==> src/bitmap_first_free_allocator_top_assert.svh <==
// ----------------------------------------------------------------------------
// Bitmap first-free allocator: assertion macros
// Shorthand for the clocked, reset-qualified checks used at the top level.
// ----------------------------------------------------------------------------
`ifndef BITMAP_FIRST_FREE_ALLOCATOR_TOP_ASSERT_SVH
`define BITMAP_FIRST_FREE_ALLOCATOR_TOP_ASSERT_SVH

// The consequent must hold in the same cycle as the antecedent.
`define BFFA_ASSERT_SAME(lbl, clk, rst_n, ante, cons, msg) \
    lbl: assert property (@(posedge clk) disable iff (!rst_n) (ante) |-> (cons)) \
        else $error(msg);

// The consequent must hold in the cycle after the antecedent.
`define BFFA_ASSERT_NEXT(lbl, clk, rst_n, ante, cons, msg) \
    lbl: assert property (@(posedge clk) disable iff (!rst_n) (ante) |=> (cons)) \
        else $error(msg);

`endif

==> src/bffa_pkg.sv <==
// ----------------------------------------------------------------------------
// Bitmap first-free allocator package
// Widths, request codes, sequencer states and the scan result type.
// ----------------------------------------------------------------------------
package bffa_pkg;

    localparam int WORD_BITS   = 32;
    localparam int WORD_LSB    = 5;
    localparam int IDX_W       = 10;
    localparam int CNT_W       = 11;
    localparam int POS_W       = IDX_W - WORD_LSB;
    localparam int INDEX_REACH = 1 << IDX_W;

    localparam logic [CNT_W-1:0] CFG_RESET = CNT_W'(INDEX_REACH);

    localparam logic [1:0] KIND_FIND   = 2'd0;
    localparam logic [1:0] KIND_TOGGLE = 2'd1;
    localparam logic [1:0] KIND_TEST   = 2'd2;

    typedef enum logic [4:0] {
        ST_CLEAR  = 5'b00001,
        ST_IDLE   = 5'b00010,
        ST_ACCESS = 5'b00100,
        ST_SCAN   = 5'b01000,
        ST_FINISH = 5'b10000
    } t_state;

    typedef struct packed {
        logic                hit;
        logic                last;
        logic [WORD_LSB-1:0] bit_pos;
    } t_scan_res;

endpackage

==> src/bffa_word_scan.sv <==
// ----------------------------------------------------------------------------
// Bitmap first-free allocator: word scanner
// Finds the lowest clear bit of one map word that lies inside the scan range
// and flags whether this word is the last one below the limit.
// ----------------------------------------------------------------------------
module bffa_word_scan (
    input  logic [bffa_pkg::WORD_BITS-1:0] i_word,
    input  logic [bffa_pkg::POS_W-1:0]     i_pos,
    input  logic [bffa_pkg::CNT_W-1:0]     i_limit,
    output bffa_pkg::t_scan_res            o_res
);
    import bffa_pkg::*;

    logic [CNT_W-1:0]     base;
    logic [CNT_W-1:0]     rem;
    logic [WORD_BITS-1:0] mask;
    logic [WORD_BITS-1:0] free_bits;

    always_comb begin
        base = {1'b0, i_pos, {WORD_LSB{1'b0}}};
        rem  = i_limit - base;
        if (i_limit <= base) begin
            mask = '0;
        end else if (rem >= CNT_W'(WORD_BITS)) begin
            mask = '1;
        end else begin
            mask = (WORD_BITS'(1) << rem[WORD_LSB-1:0]) - WORD_BITS'(1);
        end
        // Index zero is reserved and never handed out.
        if (i_pos == '0) begin
            mask[0] = 1'b0;
        end
        free_bits = ~i_word & mask;

        o_res.hit     = |free_bits;
        o_res.last    = (base + CNT_W'(WORD_BITS)) >= i_limit;
        o_res.bit_pos = '0;
        for (int j = WORD_BITS - 1; j >= 0; j--) begin
            if (free_bits[j]) begin
                o_res.bit_pos = WORD_LSB'(j);
            end
        end
    end

endmodule

==> src/bitmap_first_free_allocator_top.sv <==
// ----------------------------------------------------------------------------
// Bitmap first-free allocator
// Allocation bitmap held in a 32-bit-word memory with a set-bit count.
// Serves find-first-free, toggle and test requests, one word at a time.
// ----------------------------------------------------------------------------
//   Channel   Signals                          Direction
//   cfg       i_cfg_valid/o_cfg_ready/data     in  (bits_in_use)
//   in        i_in_valid/o_in_ready/kind,idx   in  (one request word)
//   out       o_out_valid/i_out_ready/fields   out (one result word)
//
// Toggle and test pass through a memory read, modify and write back (toggle only), and result.
// Find reads the 32-bit words in turn, one memory read per cycle, until a free bit or
// the limit is reached (at most 32 words).
// After reset a clearing pass writes zero to each of the (MAP_BITS+31)/32
// words, one per cycle, and no request is taken until it ends.
// A stalled output holds its word; the next request is still taken.
// ----------------------------------------------------------------------------
`include "bitmap_first_free_allocator_top_assert.svh"

module bitmap_first_free_allocator_top #(
    parameter int MAP_BITS = 1024
) (
    input  logic                       i_clk,
    input  logic                       i_rst_n,
    input  logic                       i_cfg_valid,
    output logic                       o_cfg_ready,
    input  logic [bffa_pkg::CNT_W-1:0] i_cfg_data,
    input  logic                       i_in_valid,
    output logic                       o_in_ready,
    input  logic [1:0]                 i_kind,
    input  logic [bffa_pkg::IDX_W-1:0] i_bit_index,
    output logic                       o_out_valid,
    input  logic                       i_out_ready,
    output logic [bffa_pkg::IDX_W-1:0] o_result_index,
    output logic                       o_bit_value,
    output logic [bffa_pkg::CNT_W-1:0] o_free_count
);
    import bffa_pkg::*;

    localparam int NWORDS    = (MAP_BITS + WORD_BITS - 1) / WORD_BITS;
    localparam int AW        = (NWORDS > 1) ? $clog2(NWORDS) : 1;
    localparam int LIM_CAP_I = (MAP_BITS < INDEX_REACH) ? MAP_BITS : INDEX_REACH;
    localparam logic [CNT_W-1:0] LIM_CAP   = CNT_W'(LIM_CAP_I);
    localparam logic [AW-1:0]    LAST_WORD = AW'(NWORDS - 1);

    t_state               r_state, n_state;
    logic [AW-1:0]        r_clr_addr, n_clr_addr;
    logic [CNT_W-1:0]     r_bits_in_use;
    logic [CNT_W-1:0]     r_set_count, n_set_count;
    logic [1:0]           r_kind;
    logic [IDX_W-1:0]     r_idx;
    logic                 r_in_range;
    logic [POS_W-1:0]     r_pos, n_pos;
    logic [IDX_W-1:0]     r_res_idx, n_res_idx;
    logic                 r_res_val, n_res_val;
    logic                 r_out_valid, n_out_valid;
    logic [IDX_W-1:0]     r_out_idx;
    logic                 r_out_val;
    logic [CNT_W-1:0]     r_out_free;
    logic [WORD_BITS-1:0] r_mem [NWORDS];
    logic [WORD_BITS-1:0] r_rd_data;

    logic [CNT_W-1:0]     limit;
    logic [CNT_W-1:0]     free_now;
    logic                 in_accept;
    logic                 out_load;
    logic                 cur_bit;
    logic                 rd_en;
    logic [AW-1:0]        rd_addr;
    logic                 wr_en;
    logic [AW-1:0]        wr_addr;
    logic [WORD_BITS-1:0] wr_data;
    t_scan_res            scan_res;

    assign limit     = (r_bits_in_use > LIM_CAP) ? LIM_CAP : r_bits_in_use;
    assign free_now  = (r_set_count >= limit) ? '0 : (limit - r_set_count);
    assign in_accept = i_in_valid && o_in_ready;
    assign out_load  = (r_state == ST_FINISH) && (!r_out_valid || i_out_ready);
    assign cur_bit   = r_rd_data[r_idx[WORD_LSB-1:0]];

    assign o_cfg_ready    = 1'b1;
    assign o_in_ready     = (r_state == ST_IDLE);
    assign o_out_valid    = r_out_valid;
    assign o_result_index = r_out_idx;
    assign o_bit_value    = r_out_val;
    assign o_free_count   = r_out_free;

    bffa_word_scan u_scan (
        .i_word  (r_rd_data),
        .i_pos   (r_pos),
        .i_limit (limit),
        .o_res   (scan_res)
    );

    always_comb begin
        n_state     = r_state;
        n_clr_addr  = r_clr_addr;
        n_set_count = r_set_count;
        n_pos       = r_pos;
        n_res_idx   = r_res_idx;
        n_res_val   = r_res_val;
        n_out_valid = r_out_valid && !i_out_ready;
        rd_en       = 1'b0;
        rd_addr     = '0;
        wr_en       = 1'b0;
        wr_addr     = r_clr_addr;
        wr_data     = '0;

        case (r_state)
            ST_CLEAR: begin
                wr_en = 1'b1;
                if (r_clr_addr == LAST_WORD) begin
                    n_state = ST_IDLE;
                end else begin
                    n_clr_addr = r_clr_addr + 1'b1;
                end
            end
            ST_IDLE: begin
                if (i_in_valid) begin
                    rd_en = 1'b1;
                    if (i_kind == KIND_FIND) begin
                        n_pos   = '0;
                        n_state = ST_SCAN;
                    end else begin
                        rd_addr = AW'(i_bit_index >> WORD_LSB);
                        n_state = ST_ACCESS;
                    end
                end
            end
            ST_ACCESS: begin
                n_res_idx = r_idx;
                n_res_val = 1'b0;
                if (r_in_range) begin
                    if (r_kind == KIND_TOGGLE) begin
                        wr_en     = 1'b1;
                        wr_addr   = AW'(r_idx >> WORD_LSB);
                        wr_data   = r_rd_data ^ (WORD_BITS'(1) << r_idx[WORD_LSB-1:0]);
                        n_res_val = !cur_bit;
                        if (!cur_bit) begin
                            n_set_count = r_set_count + 1'b1;
                        end else if (r_set_count != '0) begin
                            n_set_count = r_set_count - 1'b1;
                        end
                    end else if (r_kind == KIND_TEST) begin
                        n_res_val = cur_bit;
                    end
                end
                n_state = ST_FINISH;
            end
            ST_SCAN: begin
                n_res_val = 1'b0;
                if (scan_res.hit) begin
                    n_res_idx = {r_pos, scan_res.bit_pos};
                    n_state   = ST_FINISH;
                end else if (scan_res.last) begin
                    n_res_idx = '0;
                    n_state   = ST_FINISH;
                end else begin
                    n_pos   = r_pos + 1'b1;
                    rd_en   = 1'b1;
                    rd_addr = AW'(n_pos);
                end
            end
            ST_FINISH: begin
                if (out_load) begin
                    n_out_valid = 1'b1;
                    n_state     = ST_IDLE;
                end
            end
            default: begin
                n_state = ST_IDLE;
            end
        endcase
    end

    always_ff @(posedge i_clk) begin
        if (!i_rst_n) begin
            r_state       <= ST_CLEAR;
            r_clr_addr    <= '0;
            r_bits_in_use <= CFG_RESET;
            r_set_count   <= '0;
            r_out_valid   <= 1'b0;
            r_pos         <= '0;
        end else begin
            r_state     <= n_state;
            r_clr_addr  <= n_clr_addr;
            r_set_count <= n_set_count;
            r_out_valid <= n_out_valid;
            r_pos       <= n_pos;
            if (i_cfg_valid) begin
                r_bits_in_use <= i_cfg_data;
            end
        end
    end

    always_ff @(posedge i_clk) begin
        r_res_idx <= n_res_idx;
        r_res_val <= n_res_val;
        if (in_accept) begin
            r_kind     <= i_kind;
            r_idx      <= i_bit_index;
            r_in_range <= {1'b0, i_bit_index} < limit;
        end
        if (out_load) begin
            r_out_idx  <= r_res_idx;
            r_out_val  <= r_res_val;
            r_out_free <= free_now;
        end
    end

    // Map memory: one write port, one read port with registered data.
    always_ff @(posedge i_clk) begin
        if (wr_en) begin
            r_mem[wr_addr] <= wr_data;
        end
        if (rd_en) begin
            r_rd_data <= r_mem[rd_addr];
        end
    end

    `BFFA_ASSERT_NEXT(a_single_item, i_clk, i_rst_n, in_accept, !o_in_ready, "second word taken while busy")
    `BFFA_ASSERT_SAME(a_free_bound, i_clk, i_rst_n, o_out_valid, o_free_count <= limit, "free count above limit")
    `BFFA_ASSERT_SAME(a_write_state, i_clk, i_rst_n, wr_en, (r_state == ST_CLEAR) || (r_state == ST_ACCESS), "map write outside clear or modify")
    `BFFA_ASSERT_SAME(a_out_source, i_clk, i_rst_n, $rose(o_out_valid), $past(r_state == ST_FINISH), "result raised without a finished request")

endmodule
==> config.mk <==
export PLATFORM = sky130hd
export DESIGN_NAME = bitmap_first_free_allocator_top
export DESIGN_NICKNAME = d
export VERILOG_FILES = /design/src/bffa_pkg.sv /design/src/bffa_word_scan.sv /design/src/bitmap_first_free_allocator_top.sv
export VERILOG_INCLUDE_DIRS = /design/src /design/src/src
export SDC_FILE = /design/constraint.sdc
export NUM_CORES = 1
export LEC_CHECK = 0
export ABC_CLOCK_PERIOD_IN_PS = 6100
export BUFFER_PORTS_ARGS = -buffer_cell sky130_fd_sc_hd__buf_2
export CAP_MARGIN = 0
export CORE_MARGIN = 2
export CORE_UTILIZATION = 47
export CTS_BUF_LIST = sky130_fd_sc_hd__clkbuf_8
export DETAILED_ROUTE_END_ITERATION = 16
export SYNTH_ARGS = -nofsm -noshare
export SYNTH_HDL_FRONTEND = slang
export SYNTH_SLANG_ARGS = --single-unit
==> constraint.sdc <==
create_clock -name i_clk -period 6.1 [get_ports i_clk]
set_input_delay 1.83 -clock i_clk [delete_from_list [all_inputs] [get_ports i_clk]]
set_output_delay 1.83 -clock i_clk [all_outputs]
set_load 0.005 [all_outputs]
==> key figures, run 1 <==
Clocking
  – CTS tree: built
  – CTS Buf Count: 181
  – Clk Latency, worst-skew pair: 880 ps
  – CTS max path bufs: 3
  – Clock-pin slew on the worst setup and hold paths: 70 ps
  – Clock Sinks: 1,140
  – Hold buffer count at cts: 0
  – Root Driver: clkbuf_8
  – H-tree levels: 4

Global routing
  – Grt total ovfl: 0
  – Vias in the first global route: 30.52k
  – First-pass GRT wire length: 209,300 um
  – Largest net degree at the start of global routing: 71
  – Initial antenna violation count: 3
  – Tot GR Track Use: 27.08%

Critical path
  – R2r setup slk: 220 ps
  – FF-to-FF End: r_rd_data[9]$_DFFE_PP_
  – Max FO, Critical Path: 18
  – Crit path DAT: 6480 ps
  – Crit path required time: 6700 ps
  – Kind of critical path: flop to flop
  – CP Capture Type: flop
  – Register-to-Register Path Depth: 20
  – Critical path startpoint category: flop
  – R2r startpoint: r_bits_in_use[10]$_SDFFE_PN1P_

STA
  – Worst Tran Pin Value: 1266 ps
  – Crit path time final: 5875 ps
  – Endpoints failing hold: 0
  – Setup violations, final: 0
  – RSZ-0062 raised after global routing: no
  – Clock Skews: 45.80 ps
  – Max-slew headroom: 15.50%
  – Period Utilization, post-route: 96.31%
  – Max Clk Rate: 170.2 MHz
  – Max Transition Viols Final: 0

Placed design
  – Placed Area: 51,340 um2
  – PortBufs: 51
  – Final HPWL DP: 85,940 um
  – Placed Instances: 4,980
  – RD Place Congestion: 0.9287

Power and ir drop
  – PwrDens: 305.4 nW/um2
  – Maximum vdd drop: 202.3 uV
  – LEAKAGE: 20.48 nW

Routing
  – Starting DRC count in detailed routing: 3,829
  – Vias/cell: 5.994
  – DRC Markers: 0
  – Uppermost layer routed: met5
  – Total wire length: 144,900 um
  – Met2 WL: 66,450 um
  – Met3 wire len: 12,840 um
  – Wire per inst: 27.26 um
  – Final antenna-violating net count: 0
  – Drt first pass iters: 14
  – M1 WL: 60,200 um
  – DR vias: 31.86k

Yosys
  – Ys flop type: edfxtp_1
  – Syn_nets: 3,646
  – Synth Register Bits: 1,140
  – Unique masters post-synth: 84
  – Synth Instances: 3,570
  – Syn. warnings: 0
  – Cell Area, Synth: 48,240 um2
  – EDFF count, synth: 1,102
  – Register area share after synthesis: 70.18%
  – Post-Syn Area per Cell: 13.51 um2
  – Ys async rst share: 0%

Layout
  – Final Non-Filler Cells: 5,316
  – Ratio of cells with drive above 1 in the final layout: 15.50%
  – Final Util: 53.85%
  – FF+latch area: 33,850 um2
  – Synth-to-layout area growth: 13.57%
  – Multi-input logic area: 13,830 um2
  – Filler Cell Count: 8,488
  – Design Area, Final: 54,780 um2
  – Final net count: 3,886

Floorplanning
  – Die width: 324.4 um
  – Initial Util: 47.41%
  – Die height: 324.4 um
  – Core Rows: 117
  – Area of the core: 101,700 um2
  – Die area: 105,200 um2
  – I/O pin count: 53

Flow run
  – Max-Cap Viols: 0

Run status
  – Status: finished clean

Min path
  – Hold path start: r_res_idx[8]$_DFFE_PP_
  – Min-delay worst type: flop to flop
  – Sink of the worst hold path: o_result_index[8]$_DFFE_PP_
  – Hold Path Depth: 0
## cells by family after synthesis
group | share of synthesized area, %
AND/OR/NAND/NOR | 11.78
flip-flops | 70.18
AO/OA/AOI/OAI | 7.317
multiplexers | 6.280
buffers and inverters | 2.166
XOR/XNOR | 0.9805
adder cells (fa/ha/maj) | 1.292
other | 0.007774
## registers in the layout (all words and copies together) (netlist names), 2 cells and up
register,count
r_idx,10
o_result_index,10
r_set_count,11
r_clr_addr,5
r_mem,1024
r_kind,2
r_res_idx,10
o_free_count,11
r_rd_data,32
r_pos,5
r_state,5
r_bits_in_use,11
## per-layer routing
layer / GRT usage, % / vias to the layer above
met5: 0 / -
met4: 10.59 / 2
met3: 4.952 / 300
met2: 42.13 / 1635
met1: 37.90 / 15930
li1: - / 13990
## worst max path at each step
stage,startpoint,to,slack [ps],cells after the start
after floorplan,r_bits_in_use[10]$_SDFFE_PN1P_,r_rd_data[20]$_DFFE_PP_,130,25
after global placement,r_bits_in_use[10]$_SDFFE_PN1P_,r_rd_data[24]$_DFFE_PP_,60,20
after detailed placement,r_bits_in_use[10]$_SDFFE_PN1P_,r_rd_data[24]$_DFFE_PP_,-60,19
after CTS,r_bits_in_use[1]$_SDFFE_PN0P_,r_rd_data[24]$_DFFE_PP_,50,17
after global routing,r_bits_in_use[10]$_SDFFE_PN1P_,r_rd_data[16]$_DFFE_PP_,0.2,23
final,r_bits_in_use[10]$_SDFFE_PN1P_,r_rd_data[9]$_DFFE_PP_,220,20
## cells in the mapped netlist, types with 10 or more instances
cell type  instances  area share (%)
a21boi_0          12            0.19
mux2_2            32            0.75
nor3b_1           13            0.20
xor2_1            23            0.42
nand2_1          607             4.7
edfxtp_1        1102              69
mux2i_1          231             4.8
xnor2_1           31            0.56
dfxtp_1           38             1.6
inv_1             46            0.36
nand3b_1          11            0.17
o22ai_1           92             1.2
a21oi_1          191             2.0
o21ai_0           90            0.93
or4_1             34            0.53
buf_4             14            0.22
or4b_1            11            0.23
nor2_1           164             1.3
and3_1            11            0.14
nand2b_1          25            0.32
buf_2             55            0.57
a32oi_1           13            0.24
nor4_1            20            0.26
mux4_2            10            0.47
nor3_1            58            0.60
nand4_1           16            0.21
clkbuf_1          97            0.75
a211oi_1          22            0.34
nor2b_1           29            0.38
o21a_1            12            0.19
a31oi_1           20            0.26
ha_1              45             1.2
a222oi_1          14            0.29
and2_1            15            0.19
buf_1             22            0.17
nand3_1          195             2.0
## power by group
group / internal [mW] / switching (mW)
Sequential: 8.84 / 0.137
Clock: 2.92 / 3.02
Combinational: 0.610 / 1.20
Total: 12.4 / 4.36
## layout make-up
| class | count | share of cell area (%) |
|---|---|---|
| antenna | 6 | 0.02741 |
| clock inverter | 132 | 1.254 |
| timing repair buffer | 247 | 3.643 |
| multi-input combinational | 2194 | 25.25 |
| clock buffer | 183 | 4.597 |
| sequential | 1140 | 61.79 |
| tap | 1368 | 3.124 |
| inverter | 46 | 0.3152 |
## what timing repair did
action                     4_1_cts  5_1_grt
setup buffers                    0       12
setup endpoints to repair       15       32
gates cloned                     0        2
gates resized for setup          3       13
pin swaps                        0        4
## worst max-delay path, stage by stage, from the launching register on
cell and delay (ps):
dfxtp_1 340, inv_1 60, nand2_1 80, ha_1 180
inv_1 60, fa_1 440, a211oi_2 330, o21ba_2 200
o21ai_2 120, nor3_2 290, buf_4 250, a31oi_1 130
or3_1 480, or4_1 710, nor2_2 230, a211o_2 280
buf_12 230, o21ai_0 150, or4_1 590, a31oi_1 310
nor4_1 110
## through the flow
stage                     TNS (ps)  setup slack, ps  hold slack (ps)  power [mW]
after floorplan                  0            131.0            400.3       10.13
after global placement           0            59.32            405.4       10.89
after detailed placement    -225.7           -63.39            404.5       10.90
after CTS                        0            52.14            418.8       16.78
after global routing             0           0.1541            420.4       17.31
final                            0            224.9            416.2       16.73
## cells in the final DEF (no fill, tap or decap), types with 17 or more instances in the layout
master,n
a21oi_1,189
nand3_1,195
mux2_2,32
nor2b_1,28
nand2_1,605
nor2_4,32
or4_1,34
ha_1,44
nor4_1,17
clkbuf_8,183
a211oi_1,20
nor2_1,108
dfxtp_1,38
o21ai_0,90
clkinv_1,49
mux2i_1,231
buf_4,174
nor3_1,57
edfxtp_1,1102
xor2_1,23
nand2b_1,24
buf_2,51
buf_12,19
xnor2_1,31
a31oi_1,18
o22ai_1,92
inv_1,95
nor2_2,26
Note: power is estimated with default switching activity, not from simulation.
==> run 2, diff against run 1 <==
--- a/config.mk
+++ b/config.mk
@@ -15,4 +15,5 @@
 export DETAILED_ROUTE_END_ITERATION = 16
 export SYNTH_ARGS = -nofsm -noshare
 export SYNTH_HDL_FRONTEND = slang
+export SYNTH_HIERARCHICAL = 1
 export SYNTH_SLANG_ARGS = --single-unit
==> run 2 against run 1 <==
Setup slack better by 56 ps; clock power up 3%; synthesized area up 0.38%; routed wire length down 1.4%; highest routed layer is now met4; design area about the same; largest cell class unchanged.
==> key figures, run 2 <==
Power and ir drop
  – Tot Pwr: 16.99 mW
  – Maximum vdd drop: 176.0 uV
  – LEAKAGE: 18.10 nW
  – PwrDens: 309.9 nW/um2

Global routing
  – Grt total ovfl: 0
  – Vias in the first global route: 31.60k
  – Initial antenna violation count: 1
  – Tot GR Track Use: 26.64%
  – Largest net degree at the start of global routing: 104
  – First-pass GRT wire length: 209,000 um

Critical path
  – Critical path startpoint category: flop
  – CP Capture Type: flop
  – Kind of critical path: flop to flop
  – Crit path from: r_bits_in_use[10]$_SDFFE_PN1P_
  – R2r startpoint: r_bits_in_use[10]$_SDFFE_PN1P_
  – Register-to-Register Path Depth: 24
  – Max FO, Critical Path: 82
  – CP endpoint: r_rd_data[14]$_DFFE_PP_
  – FF-to-FF End: r_rd_data[14]$_DFFE_PP_
  – Crit path DAT: 6410 ps
  – Crit path required time: 6690 ps
  – R2r setup slk: 280 ps

Yosys
  – Syn. warnings: 6
  – Top cells by area, synth: edfxtp_1 68%, nand2_1 7.6%, nand3_1 3.2%
  – Cell Area, Synth: 48,420 um2
  – Synth Register Bits: 1,140
  – Synth Instances: 3,866
  – Ys async rst share: 0%
  – Ys flop type: edfxtp_1
  – Register area share after synthesis: 69.92%
  – Post-Syn Area per Cell: 12.52 um2
  – Unique masters post-synth: 89
  – EDFF count, synth: 1,102
  – Synth top area share: 68.34%
  – Commonest cells in the netlist: 1,102 x edfxtp_1, 978 x nand2_1, 309 x nand3_1, 148 x nor2_1, 139 x nand4_1
  – Cell with the most instances after synthesis: edfxtp_1
  – Cell taking the most area after synthesis: edfxtp_1
  – Syn_nets: 3,943

Floorplanning
  – Core Rows: 117
  – Die area: 105,600 um2
  – Die height: 325.0 um
  – Initial Util: 47.45%
  – Die width: 325.0 um
  – I/O pin count: 53
  – Area of the core: 102,000 um2

Routing
  – Total wire length: 142,900 um
  – Vias/cell: 5.982
  – M1 WL: 59,410 um
  – Final antenna-violating net count: 0
  – Met3 wire len: 12,500 um
  – Wire per inst: 25.78 um
  – Met2 WL: 66,130 um
  – Drt first pass iters: 6
  – DR vias: 33.15k
  – Uppermost layer routed: met4
  – DRC Markers: 0
  – Starting DRC count in detailed routing: 3,995

Clocking
  – Clock-pin slew on the worst setup and hold paths: 60 ps
  – CTS Buf Count: 185
  – Root Driver: clkbuf_8
  – CTS max path bufs: 3
  – Clock Sinks: 1,140
  – CTS tree: built
  – Hold buffer count at cts: 0
  – H-tree levels: 4
  – Clk Latency, worst-skew pair: 870 ps

STA
  – Max-slew headroom: 11.62%
  – Worst Tran Pin Value: 1324 ps
  – Crit path time final: 5819 ps
  – Period Utilization, post-route: 95.40%
  – RSZ-0062 raised after global routing: yes
  – Max Clk Rate: 171.8 MHz
  – Fin Setup TNS: 0 ps
  – Max Transition Viols Final: 0
  – Clock Skews: 33.70 ps
  – Endpoints failing hold: 0
  – Setup violations, final: 0
  – Final worst slack: 280.5 ps

Layout
  – Largest registers: r_mem: 1024 flops, r_rd_data: 32 flops
  – Synth-to-layout area growth: 13.24%
  – Ratio of cells with drive above 1 in the final layout: 13.68%
  – Final net count: 4,104
  – Largest register by flop count: r_mem
  – Design Area, Final: 54,830 um2
  – Commonest non-fill, non-tap cells in the layout: 1,102 x edfxtp_1, 975 x nand2_1, 308 x nand3_1
  – Max reg flops: 1,024
  – Most common cell after layout, fill and taps aside: edfxtp_1
  – Final Util: 53.74%

Flow run
  – Max-Cap Viols: 0

Min path
  – Hold Path Depth: 0
  – Min-delay worst type: flop to flop

Placed design
  – PortBufs: 51
  – Final HPWL DP: 81,690 um
  – DP Worst Slack: -27.21 ps
  – Placed Area: 51,250 um2
  – RD Place Congestion: 0.9407

Run status
  – Status: finished clean
-- run 2: cell families (layout without fill, tap and decap cells) --
family / Yosys count / in the layout / synth area share (%)
other cells: 1 / 2 / 0.007745
buf+inv: 308 / 615 / 2.822
flops: 1140 / 1140 / 69.92
fa+ha+maj: 49 / 49 / 1.313
simple gates: 1790 / 1790 / 16.62
compound gates: 488 / 488 / 7.388
mux: 32 / 32 / 0.8708
xor+xnor: 58 / 58 / 1.065
-- run 2: final cells by class --
class                      count  area (um2)
sequential                  1140       33850
tap                         1368        1712
multi-input combinational   2418       13710
fill                        8621       47200
inverter                      66       247.7
timing repair buffer         216        1927
clock buffer                 190        2615
clock inverter               143       764.5
antenna                        1       2.502
-- run 2: report_power, final --
part	total, mW	switching (mW)	internal, mW
sequential	9.04	0.164	8.87
combinational	1.86	1.24	0.618
clock	6.10	3.05	3.04
-- run 2: worst max-delay path: stages, from the launching register on --
cell,delay (ps)
dfxtp_2,390
nand2b_1,150
inv_1,60
inv_1,80
ha_1,160
inv_1,50
fa_1,390
xor2_1,160
nor3_2,150
buf_4,150
o21ai_4,120
buf_12,190
o41ai_2,390
nand2_1,200
o41ai_4,440
nand3b_1,220
or4_1,530
or3_1,410
and2_4,240
buf_12,190
buf_4,260
nand2_1,70
nand3_1,70
nand4_1,240
nand4_1,140
-- run 2: metal layers --
layer / global-route usage [%] / vias to the layer above
met3: 5.110 / 285
met2: 41.44 / 1594
met1: 37.29 / 16540
met5: 0 / -
met4: 10.09 / 0
li1: - / 14730
-- run 2: worst min-delay path by stage --
| stage | startpoint | endpoint | slack [ps] |
|---|---|---|---|
| floorplan | r_res_val$_SDFFCE_PN0P_ | o_bit_value$_DFFE_PP_ | 400 |
| global placement | r_res_idx[4]$_DFFE_PP_ | o_result_index[4]$_DFFE_PP_ | 400 |
| detailed placement | r_res_idx[1]$_DFFE_PP_ | o_result_index[1]$_DFFE_PP_ | 400 |
| CTS | r_res_idx[1]$_DFFE_PP_ | o_result_index[1]$_DFFE_PP_ | 420 |
| global route | r_res_idx[4]$_DFFE_PP_ | o_result_index[4]$_DFFE_PP_ | 420 |
| finish | r_res_idx[1]$_DFFE_PP_ | o_result_index[1]$_DFFE_PP_ | 420 |
-- run 2: what timing repair did --
action,in CTS,in global routing
endpoints found under the hold margin,0,0
setup endpoints to repair,2,32
resized for setup,1,22
pin swaps,0,4
setup buffers,0,6
-- run 2: through the flow --
stage | cells | hold slack (ps)
floorplan | 3866 | 400.3
global placement | 5202 | 400.5
detailed placement | 5202 | 404.5
CTS | 5535 | 419.0
global route | 5542 | 423.9
finish | 5542 | 418.0
